`config.mk`:
```
export PLATFORM = sky130hd
export DESIGN_NAME = pattern_line_and_word_matcher_top
export DESIGN_NICKNAME = d
export VERILOG_FILES = /design/src/sv/plwm_pkg.sv /design/src/sv/pattern_line_and_word_matcher_top.sv /design/src/sv/plwm_csr.sv /design/src/sv/plwm_core.sv
export SDC_FILE = /design/constraint.sdc
export NUM_CORES = 2
export LEC_CHECK = 0
export ABC_AREA = 1
export BUFFER_PORTS_ARGS = -buffer_cell sky130_fd_sc_hd__buf_2
export CAP_MARGIN = 30
export CORE_ASPECT_RATIO = 2
export CORE_MARGIN = 3
export CORE_UTILIZATION = 30
export DETAILED_ROUTE_END_ITERATION = 6
export GPL_TIMING_DRIVEN = 0
export SLEW_MARGIN = 5
export SYNTH_ARGS = -nofsm -noshare
export SYNTH_HDL_FRONTEND = slang
export SYNTH_SLANG_ARGS = --single-unit
```
`constraint.sdc`:
```
create_clock -name clock -period 5.2 [get_ports clock]
set_input_delay 0 -clock clock [delete_from_list [all_inputs] [get_ports clock]]
set_output_delay 0 -clock clock [all_outputs]
set_load 0.01 [all_outputs]
```
`src/sv/plwm_pkg.sv`:
```
// Shared types, constants and helpers for the pattern line and word matcher.
// No dependencies; every other file refers to this package by scoped names.
`default_nettype none

package plwm_pkg;

   localparam int MAX_PATTERN = 32;
   localparam int PAT_W       = MAX_PATTERN * 8;
   localparam int PAT_IDX_W   = (MAX_PATTERN > 1) ? $clog2(MAX_PATTERN) : 1;
   localparam int LEN_W       = $clog2(MAX_PATTERN + 1);
   localparam int LEN_REG_W   = 6;
   localparam int CNT_W       = 16;
   localparam int CSR_DATA_W  = 64;
   localparam int CSR_IDX_W   = 3;
   localparam int REG_BYTES_W = 4 * CSR_DATA_W;

   localparam logic [CSR_IDX_W-1:0] REG_PAT_LO  = 3'd0;
   localparam logic [CSR_IDX_W-1:0] REG_PAT_MID = 3'd1;
   localparam logic [CSR_IDX_W-1:0] REG_PAT_UP  = 3'd2;
   localparam logic [CSR_IDX_W-1:0] REG_PAT_TOP = 3'd3;
   localparam logic [CSR_IDX_W-1:0] REG_PAT_LEN = 3'd4;
   localparam logic [CSR_IDX_W-1:0] REG_MODE    = 3'd5;

   localparam logic MODE_LINE = 1'b0;
   localparam logic MODE_WORD = 1'b1;

   localparam logic [7:0] CHAR_LF    = 8'h0A;
   localparam logic [7:0] CHAR_CR    = 8'h0D;
   localparam logic [7:0] CHAR_SPACE = 8'h20;
   localparam logic [7:0] CHAR_TAB   = 8'h09;

   typedef struct packed {
      logic [7:0] text_byte;
      logic       stream_end;
   } req_type;

   typedef struct packed {
      logic             matched;
      logic [CNT_W-1:0] record_length;
   } rsp_type;

   typedef struct packed {
      logic [PAT_W-1:0] pattern;
      logic [LEN_W-1:0] length;
      logic             mode;
   } cfg_type;

   function automatic logic [7:0] pat_byte(input logic [PAT_W-1:0] pattern,
                                           input logic [PAT_IDX_W-1:0] idx);
      pat_byte = pattern[idx*8 +: 8];
   endfunction

endpackage

`default_nettype wire

```
`src/sv/pattern_line_and_word_matcher_top.sv`:
```
// Top level of the pattern line and word matcher: input register, result register.
// Depends on plwm_pkg, plwm_csr and plwm_core.
//
//   channel  | ports                         | direction | moves
//   req      | req_valid req_ready req_item  | in        | one text byte item
//   rsp      | rsp_valid rsp_ready rsp_item  | out       | one record verdict item
//   csr      | csr_we csr_index csr_wdata    | in        | register write, no wait
//
// One item per cycle unless a result stalls; a result moves from input to result register.
// The per-cycle limit is the 32-byte window compare between those two registers.
// Reset is synchronous and leaves the search running with an empty record; no clearing pass.
// A stalled result holds the pipe; the input register still fills while the result waits.
`default_nettype none

module pattern_line_and_word_matcher_top (
   input  wire logic                               clock,
   input  wire logic                               reset,
   input  wire logic                               req_valid,
   output logic                                    req_ready,
   input  wire plwm_pkg::req_type                  req_item,
   output logic                                    rsp_valid,
   input  wire logic                               rsp_ready,
   output plwm_pkg::rsp_type                       rsp_item,
   input  wire logic                               csr_we,
   input  wire logic [plwm_pkg::CSR_IDX_W-1:0]     csr_index,
   input  wire logic [plwm_pkg::CSR_DATA_W-1:0]    csr_wdata
);

   plwm_pkg::cfg_type cfg;
   plwm_pkg::req_type in_item_ff;
   plwm_pkg::rsp_type out_item_ff, res;
   logic in_valid_ff, in_valid_in;
   logic out_valid_ff, out_valid_in;
   logic advance, res_valid, req_take;

   plwm_csr u_csr (
      .clock     (clock),
      .reset     (reset),
      .csr_we    (csr_we),
      .csr_index (csr_index),
      .csr_wdata (csr_wdata),
      .cfg       (cfg)
   );

   plwm_core u_core (
      .clock     (clock),
      .reset     (reset),
      .step      (advance),
      .item      (in_item_ff),
      .cfg       (cfg),
      .res_valid (res_valid),
      .res       (res)
   );

   assign advance   = in_valid_ff && (!out_valid_ff || rsp_ready);
   assign req_ready = !in_valid_ff || advance;
   assign req_take  = req_valid && req_ready;

   always_comb begin
      in_valid_in = req_take || (in_valid_ff && !advance);
      if (advance) begin
         out_valid_in = res_valid;
      end else if (rsp_ready) begin
         out_valid_in = 1'b0;
      end else begin
         out_valid_in = out_valid_ff;
      end
   end

   always_ff @(posedge clock) begin
      if (reset) begin
         in_valid_ff  <= 1'b0;
         out_valid_ff <= 1'b0;
      end else begin
         in_valid_ff  <= in_valid_in;
         out_valid_ff <= out_valid_in;
      end
   end

   always_ff @(posedge clock) begin
      if (req_take) begin
         in_item_ff <= req_item;
      end
      if (advance && res_valid) begin
         out_item_ff <= res;
      end
   end

   assign rsp_valid = out_valid_ff;
   assign rsp_item  = out_item_ff;

endmodule

`default_nettype wire

```
`src/sv/plwm_csr.sv`:
```
// Configuration registers: pattern bytes, pattern length and match mode.
// Depends on plwm_pkg.
`default_nettype none

module plwm_csr (
   input  wire logic                               clock,
   input  wire logic                               reset,
   input  wire logic                               csr_we,
   input  wire logic [plwm_pkg::CSR_IDX_W-1:0]     csr_index,
   input  wire logic [plwm_pkg::CSR_DATA_W-1:0]    csr_wdata,
   output plwm_pkg::cfg_type                       cfg
);

   logic [plwm_pkg::CSR_DATA_W-1:0] pat_lo_ff, pat_mid_ff, pat_up_ff, pat_top_ff;
   logic [plwm_pkg::LEN_REG_W-1:0]  pat_len_ff;
   logic                            mode_ff;
   logic [plwm_pkg::REG_BYTES_W-1:0] pat_all;

   always_ff @(posedge clock) begin
      if (reset) begin
         pat_lo_ff  <= '0;
         pat_mid_ff <= '0;
         pat_up_ff  <= '0;
         pat_top_ff <= '0;
         pat_len_ff <= '0;
         mode_ff    <= plwm_pkg::MODE_LINE;
      end else if (csr_we) begin
         case (csr_index)
            plwm_pkg::REG_PAT_LO:  pat_lo_ff  <= csr_wdata;
            plwm_pkg::REG_PAT_MID: pat_mid_ff <= csr_wdata;
            plwm_pkg::REG_PAT_UP:  pat_up_ff  <= csr_wdata;
            plwm_pkg::REG_PAT_TOP: pat_top_ff <= csr_wdata;
            plwm_pkg::REG_PAT_LEN: pat_len_ff <= csr_wdata[plwm_pkg::LEN_REG_W-1:0];
            plwm_pkg::REG_MODE:    mode_ff    <= csr_wdata[0];
            default: ;
         endcase
      end
   end

   assign pat_all = {pat_top_ff, pat_up_ff, pat_mid_ff, pat_lo_ff};

   always_comb begin
      cfg.pattern = plwm_pkg::PAT_W'(pat_all);
      if (32'(pat_len_ff) > plwm_pkg::MAX_PATTERN) begin
         cfg.length = plwm_pkg::LEN_W'(plwm_pkg::MAX_PATTERN);
      end else begin
         cfg.length = plwm_pkg::LEN_W'(pat_len_ff);
      end
      cfg.mode = mode_ff;
   end

endmodule

`default_nettype wire

```
`src/sv/plwm_core.sv`:
```
// Record state, sliding window compare and verdict for one registered item.
// Depends on plwm_pkg; driven by the top level's input register.
`default_nettype none

module plwm_core (
   input  wire logic              clock,
   input  wire logic              reset,
   input  wire logic              step,
   input  wire plwm_pkg::req_type item,
   input  wire plwm_pkg::cfg_type cfg,
   output logic                   res_valid,
   output plwm_pkg::rsp_type      res
);

   logic [7:0] recent_ff [plwm_pkg::MAX_PATTERN];
   logic [7:0] recent_in [plwm_pkg::MAX_PATTERN];
   logic [plwm_pkg::CNT_W-1:0] bytes_ff, bytes_in, bytes_inc;
   logic mbl_ff, mbl_in;
   logic mal_ff, mal_in;
   logic ret_ff, ret_in;
   logic [plwm_pkg::LEN_W-1:0] pos_ff, pos_in;
   logic stopped_ff, stopped_in;

   logic [7:0] b;
   logic       line_mode, is_delim, is_gap, take, all_eq, ok;
   logic [plwm_pkg::LEN_W-1:0]   idx_full;
   logic [plwm_pkg::CNT_W-1:0]   rlen;
   logic [plwm_pkg::CNT_W:0]     len_ext;

   assign b         = item.text_byte;
   assign line_mode = (cfg.mode == plwm_pkg::MODE_LINE);
   assign is_delim  = item.stream_end || b == plwm_pkg::CHAR_LF ||
                      (!line_mode && b == plwm_pkg::CHAR_CR);
   assign is_gap    = !line_mode && (b == plwm_pkg::CHAR_SPACE || b == plwm_pkg::CHAR_TAB);
   assign take      = !stopped_ff && !is_delim && !is_gap;
   assign bytes_inc = (bytes_ff == '1) ? bytes_ff : bytes_ff + 1'b1;
   assign len_ext   = (plwm_pkg::CNT_W+1)'(cfg.length);

   always_comb begin
      recent_in[0] = b;
      for (int j = 1; j < plwm_pkg::MAX_PATTERN; j++) begin
         recent_in[j] = recent_ff[j-1];
      end
   end

   always_comb begin
      all_eq   = 1'b1;
      idx_full = '0;
      for (int j = 0; j < plwm_pkg::MAX_PATTERN; j++) begin
         idx_full = cfg.length - plwm_pkg::LEN_W'(j) - 1'b1;
         if (plwm_pkg::LEN_W'(j) < cfg.length &&
             recent_in[j] != plwm_pkg::pat_byte(cfg.pattern,
                                                idx_full[plwm_pkg::PAT_IDX_W-1:0])) begin
            all_eq = 1'b0;
         end
      end
   end

   always_comb begin
      if (line_mode) begin
         rlen = bytes_ff - plwm_pkg::CNT_W'(ret_ff);
         if (cfg.length == '0) begin
            ok = 1'b1;
         end else if (ret_ff) begin
            ok = mbl_ff;
         end else begin
            ok = mbl_ff || mal_ff;
         end
      end else begin
         rlen = bytes_ff;
         ok = ({1'b0, bytes_ff} == len_ext || {1'b0, bytes_ff} == len_ext + 1'b1) &&
              pos_ff >= cfg.length;
      end
   end

   always_comb begin
      res_valid = 1'b0;
      res.matched = ok;
      res.record_length = rlen;
      bytes_in   = bytes_ff;
      mbl_in     = mbl_ff;
      mal_in     = mal_ff;
      ret_in     = ret_ff;
      pos_in     = pos_ff;
      stopped_in = stopped_ff;
      if (!stopped_ff) begin
         if (is_delim || is_gap) begin
            if (item.stream_end) begin
               stopped_in = 1'b1;
            end
            if (is_delim && bytes_ff == '0) begin
               stopped_in = 1'b1;
            end else begin
               res_valid = 1'b1;
            end
            bytes_in = '0;
            mbl_in   = 1'b0;
            mal_in   = 1'b0;
            ret_in   = 1'b0;
            pos_in   = '0;
         end else begin
            bytes_in = bytes_inc;
            mbl_in   = mbl_ff || mal_ff;
            mal_in   = all_eq && (32'(bytes_inc) >= 32'(cfg.length));
            ret_in   = (b == plwm_pkg::CHAR_CR);
            if (pos_ff < cfg.length &&
                b == plwm_pkg::pat_byte(cfg.pattern, pos_ff[plwm_pkg::PAT_IDX_W-1:0])) begin
               pos_in = pos_ff + 1'b1;
            end
         end
      end
   end

   always_ff @(posedge clock) begin
      if (reset) begin
         bytes_ff   <= '0;
         mbl_ff     <= 1'b0;
         mal_ff     <= 1'b0;
         ret_ff     <= 1'b0;
         pos_ff     <= '0;
         stopped_ff <= 1'b0;
      end else if (step) begin
         bytes_ff   <= bytes_in;
         mbl_ff     <= mbl_in;
         mal_ff     <= mal_in;
         ret_ff     <= ret_in;
         pos_ff     <= pos_in;
         stopped_ff <= stopped_in;
      end
   end

   always_ff @(posedge clock) begin
      if (reset) begin
         for (int j = 0; j < plwm_pkg::MAX_PATTERN; j++) begin
            recent_ff[j] <= '0;
         end
      end else if (step && take) begin
         recent_ff <= recent_in;
      end
   end

`ifndef SYNTHESIS
   a_no_result_when_stopped: assert property (@(posedge clock) disable iff (reset)
      stopped_ff |-> !res_valid)
      else $error("result raised after search stopped");
   a_stop_sticks: assert property (@(posedge clock) disable iff (reset)
      stopped_ff |=> stopped_ff)
      else $error("search stop cleared without reset");
   a_empty_record_clean: assert property (@(posedge clock) disable iff (reset)
      bytes_ff == '0 |-> !mbl_ff && !mal_ff && !ret_ff && pos_ff == '0)
      else $error("empty record carries match state");
   a_pos_bounded: assert property (@(posedge clock) disable iff (reset)
      32'(pos_ff) <= plwm_pkg::MAX_PATTERN)
      else $error("pattern position past pattern end");
`endif

endmodule

`default_nettype wire

```
==> results of run 1 <==
==> synthesized netlist by cell type (all sizes together) <==
library cell  instances
a31oi                 1
or2                   2
nand2              2266
o22ai                19
a21oi               581
a21boi                2
inv                 583
nor4                  3
buf                 241
and2                  1
dfxtp               539
clkinv                3
xor2                 47
o211ai                4
nand4                38
a2111oi               2
nor3b                 1
o21ai               708
xnor2                 4
nor2                309
clkbuf              272
o31ai                 1
nand3              2196
ha                   19
nor3                 12
a211oi                3
a22oi                 4
o21bai                3
a22o                  1
edfxtp               26
nand3b                8
==> cell families after synthesis <==
logic type | Yosys count | synth area share, %
xor+xnor | 51 | 1.10
fa+ha+maj | 19 | 0.533
buf+inv | 1099 | 9.96
simple gates | 4836 | 47.3
compound gates | 1329 | 15.2
flops | 565 | 25.9
==> stage by stage <==
stage	worst slack (ps)	cells	util [%]	cell area [µm²]	hold WS (ps)
floorplan	1790	7899	-	44600	98.9
global placement	-3130	9906	32.2	47500	180
detailed placement	-1970	9964	32.8	48300	182
CTS	5.89	10200	35.4	52100	0.575
==> timing repair <==
item	in CTS
resized for setup	197
pin swaps	2
hold buffers	91
buffers inserted	8
hold endpoints to repair	283
endpoints found under the setup margin	1
==> layer usage <==
| metal | GRT usage [%] | overflow |
|---|---|---|
| met2 | 110 | 6077 |
| met5 | 18.0 | 3 |
| met1 | 78.5 | 15 |
| met4 | 85.4 | 1638 |
| met3 | 56.3 | 22 |
==> impl_metrics.ini, run 1 <==
[global_routing]
grt_util_all_layers_pct = 81.7
grt_max_degree = 16
grt_overflow_total = 7755
grt_first_pass_wirelength_um = 916000
grt_pass1_vias = 82500

[place]
place_congestion = 1.40
portBuffers = 98
dp.final_hpwl_um = 438000

[status]
lastStage = 5_1_grt
flow.first_error = [ERROR GRT-0116] Global routing finished with congestion. Check the congestion regions in the DRC Viewer.
result_of_the_run = stopped before the end

[clock_tree]
number_of_h_tree_branching_levels = 2
clk_root_buffer_cell = sky130_fd_sc_hd__clkbuf_16
clock_sinks = 565
ctsLongestPathBuffers = 3
cts_buffers = 58

[yosys]
ys_types = 46
post_syn_area_um2 = 44600
synth_seq_area_share_pct = 25.9
synth.top_cells.by_area = sky130_fd_sc_hd__nand3_1 (25%), sky130_fd_sc_hd__dfxtp_1 (24%), sky130_fd_sc_hd__nand2_1 (19%), sky130_fd_sc_hd__o21ai_0 (7.8%), sky130_fd_sc_hd__a21oi_1 (6.5%)
synth_top_area_cell = sky130_fd_sc_hd__nand3_1
flip_flop_and_latch_count_after_synthesis = 565
synthesis.instances = 7899
synth.top_cell.area_share_pct = 24.6
syn_area_per_cell_um2 = 5.65
post_synthesis_net_count = 7999
synth-warning-count = 0

[floorplan]
floorplan.rows = 199
ios = 100
floorplan.die.height_um = 552
initial_core_util_pct = 30.3
dieWidth_um = 279
==> run 2: changes to the inputs <==
--- a/config.mk
+++ b/config.mk
@@ -8,11 +8,11 @@
 export ABC_AREA = 1
 export BUFFER_PORTS_ARGS = -buffer_cell sky130_fd_sc_hd__buf_2
 export CAP_MARGIN = 30
-export CORE_ASPECT_RATIO = 2
 export CORE_MARGIN = 3
-export CORE_UTILIZATION = 30
+export CORE_UTILIZATION = 20
 export DETAILED_ROUTE_END_ITERATION = 6
 export GPL_TIMING_DRIVEN = 0
+export PLACE_DENSITY_LB_ADDON = 0.15
 export SLEW_MARGIN = 5
 export SYNTH_ARGS = -nofsm -noshare
 export SYNTH_HDL_FRONTEND = slang
==> run 2 against run 1 <==
The flow now finishes, with violations (DRC, setup timing). Synthesized cell count stayed put. Area after synthesis is the same.
==> impl_metrics.ini, run 2 <==
[status]
result_of_the_run = complete, but fails checks
failed_checks = DRC, setup timing

[timing]
timing.fmax_ghz = 0.184
maxSlewViolCount = 0
fin_skew_ps = 71.6
post-route-min-period_ps = 5420
count_of_final_hold_check_violations = 0
finalWorstSetupSlack_ps = -221
setup_viol = 1
timing.max_slew.rel_slack_pct = 22.4
tcrit_tclk_final_pct = 104
unrepaired_setup_endpoints_after_global_routing = false
worst_slew_pin_slew_ps = 1160

[yosys]
flip_flop_and_latch_count_after_synthesis = 565
synth-main-ff-cell = sky130_fd_sc_hd__dfxtp_1
post_synthesis_net_count = 7999
synth.top_cells.by_area = sky130_fd_sc_hd__nand3_1 (25%), sky130_fd_sc_hd__dfxtp_1 (24%), sky130_fd_sc_hd__nand2_1 (19%), sky130_fd_sc_hd__o21ai_0 (7.8%), sky130_fd_sc_hd__a21oi_1 (6.5%)
synth_top_area_cell = sky130_fd_sc_hd__nand3_1
synth_edf_count = 26
synth_commonest_cells = sky130_fd_sc_hd__nand2_1 (2256), sky130_fd_sc_hd__nand3_1 (2196), sky130_fd_sc_hd__o21ai_0 (699), sky130_fd_sc_hd__a21oi_1 (580), sky130_fd_sc_hd__inv_1 (563)
syn_area_per_cell_um2 = 5.65
synthesis.instances = 7899
synth_seq_area_share_pct = 25.9
synth.top_cell.area_share_pct = 24.6
yosysMostFrequentCell = sky130_fd_sc_hd__nand2_1
ys_types = 46
post_syn_area_um2 = 44600
synth-warning-count = 0
synthArstFlopShare_pct = 0

[cells_and_area]
layout_commonest_cell = sky130_fd_sc_hd__nand2_1
largest_register = u_core.recent_ff
layout.cells.most_common_list = sky130_fd_sc_hd__nand2_1 (2228), sky130_fd_sc_hd__nand3_1 (2036), sky130_fd_sc_hd__o21ai_0 (688)
layout-area-overhead-vs-synth_pct = 23.5
finalNetCount = 8359
final_layout_size_suffix_gt1_share_pct = 9.59
largest_register_ffs = 248
design_area_um2 = 55100

[clock_tree]
clk_transition_reported_paths_ps = 60
number_of_h_tree_branching_levels = 3
clk_latency_ps = 780
clk_root_buffer_cell = sky130_fd_sc_hd__clkbuf_16
clock_sinks = 565
cts_tree = done
ctsLongestPathBuffers = 3
cts_buffers = 81

[flow_run]
max-cap-violations = 0

[worst_setup_path]
path_max_fanout = 10
timing.rr.start = u_csr.pat_len_ff[5]
crit_slowest_cell = sky130_fd_sc_hd__nand3_1
critical_path_arrival_ps = 6060
critPathRequiredTime_ps = 5830
timing.setup.critical_path_class = reg2reg
timing.critical_path.slowest_cell_delay_ps = 740
kind_of_launch_point_of_the_worst_setup_path = flip-flop
worstPathCellList = buf_6 -> inv_6 -> buf_2 -> buf_2 -> nand3_1 -> nand3_1 -> nand3_2 -> nand3_2 -> nand3_4 -> nand3_1 -> nand3_1 -> nor2_1 -> nand2_4 -> nand2_1 -> nand2_1 -> nor2_1 -> nand2_1 -> nor2_2 -> nand3_4 -> a21oi_1
r2r_end = u_core.mal_ff
path_depth_of_the_worst_reg2reg_path = 20
reg2reg_setup_slack_ps = -220
critical_path.most_common_cell = sky130_fd_sc_hd__nand3_1
worst_setup_ep_type = flip-flop

[drt]
ant_nets = 0
vias = 67200
drc = 28
avgRoutedWirePerCell_um = 48.1
first_pass_iters = 7
route.detailed.vias_per_inst = 5.93
detail_route.wirelength_um = 545000
drt_iter0_markers = 11300

[global_routing]
grt_antenna_before_repair = 81
grt_util_all_layers_pct = 45.6
grt_overflow_total = 0
grt_first_pass_wirelength_um = 670000
grt_pass1_vias = 58400
grt_max_degree = 18

[floorplan]
core_region_area_um2 = 221000
die_area_um2 = 229000
floorplan.die.height_um = 478
dieWidth_um = 478
initial_core_util_pct = 20.2
floorplan.rows = 172
ios = 100

[place]
place_congestion = 1.15
placedInstanceArea_um2 = 49600
dp.final_hpwl_um = 467000
portBuffers = 98

[pwr]
static-leakage-power_nw = 23.8
vdd_ir_drop_max_mv = 0.252
power.density_nw_per_um2 = 306
power_w = 0.0169

[worst_hold_path]
hold_path_startpoint = rsp_ready
hold_end = rsp_valid
hold_path_depth = 5
hp-class = in2reg
==> run 2: cell counts after synthesis <==
Identical to the previous run, type by type.
==> run 2: timing repair <==
action                                  in CTS  in global routing
resized for setup                          264                 96
gates cloned                                 0                  0
pin swaps                                    0                  3
hold buffers                                96                  0
setup buffers                                5                  9
endpoints found under the setup margin       1                  1
hold endpoints to repair                   287                  0
==> run 2: logic make-up (layout without fill, tap and decap cells) <==
kind of cell	Yosys count	count (layout)	share of synthesized area [%]
AND/OR/NAND/NOR	4836	4836	47.3
AO/OA/AOI/OAI	1329	1329	15.2
buffers and inverters	1099	1523	9.96
flip-flops	565	565	25.9
XOR/XNOR	51	51	1.10
adder cells (fa/ha/maj)	19	19	0.533
other	0	44	0
==> run 2: report_power, final <==
group          leakage [nW]  total (W)  internal [W]  switching [W]
combinational          17.8    0.00565       0.00121        0.00444
clock                  1.36    0.00623       0.00358        0.00265
sequential             4.61    0.00498       0.00454       0.000436
==> run 2: area by class of cell <==
cell class              count  area (µm²)
fillers                 25800      166000
multi-input cells        6235       29800
clock buffers             116        2290
well taps                2958        3700
clock inverters            31         520
flip-flops and latches    565       11600
plain buffers             513        2510
repair buffers            277        2410
inverters                 586        2210
diodes                     44         110
==> run 2: critical path: cells and delay by family (launching register included) <==
kind            cells  cell delay [ps]
buf+inv             4             1300
compound gates      1              170
simple gates       15             3470
flops               1              310
==> run 2: metrics by stage <==
step	TNS [ps]	setup WS [ps]	hold slack (ps)	utilization, %	cells
after floorplan	0	1790	98.9	-	7899
after global placement	-12800	-4060	183	22.1	11000
after detailed placement	-2300	-2300	187	22.5	11000
after CTS	0	2.17	39.9	24.7	11300
after global routing	0	0.465	117	24.9	11300
final	-221	-221	95.1	25.0	11300
==> run 2: worst max-delay path by stage <==
stage / start / depth (start not counted) / endpoint / slack (ps)
floorplan: u_csr.pat_len_ff[5] / 27 / u_core.mal_ff / 1790
global placement: u_csr.pat_len_ff[5] / 25 / u_core.mal_ff / -4060
detailed placement: u_csr.pat_len_ff[5] / 25 / u_core.mal_ff / -2300
CTS: u_csr.pat_len_ff[1] / 25 / u_core.mal_ff / 2
global route: u_csr.pat_len_ff[5] / 30 / u_core.mal_ff / 0.5
finish: u_csr.pat_len_ff[5] / 20 / u_core.mal_ff / -220
==> run 2: routing by layer <==
layer / track usage [%] / wire, µm / up-vias
met5: 0 / 209 / -
li1: - / - / 27300
met4: 28.6 / 43800 / 30
met1: 58.9 / 225000 / 33700
met2: 61.0 / 205000 / 5030
met3: 20.0 / 70900 / 1097
No activity file was read; power rests on OpenSTA's default activity.
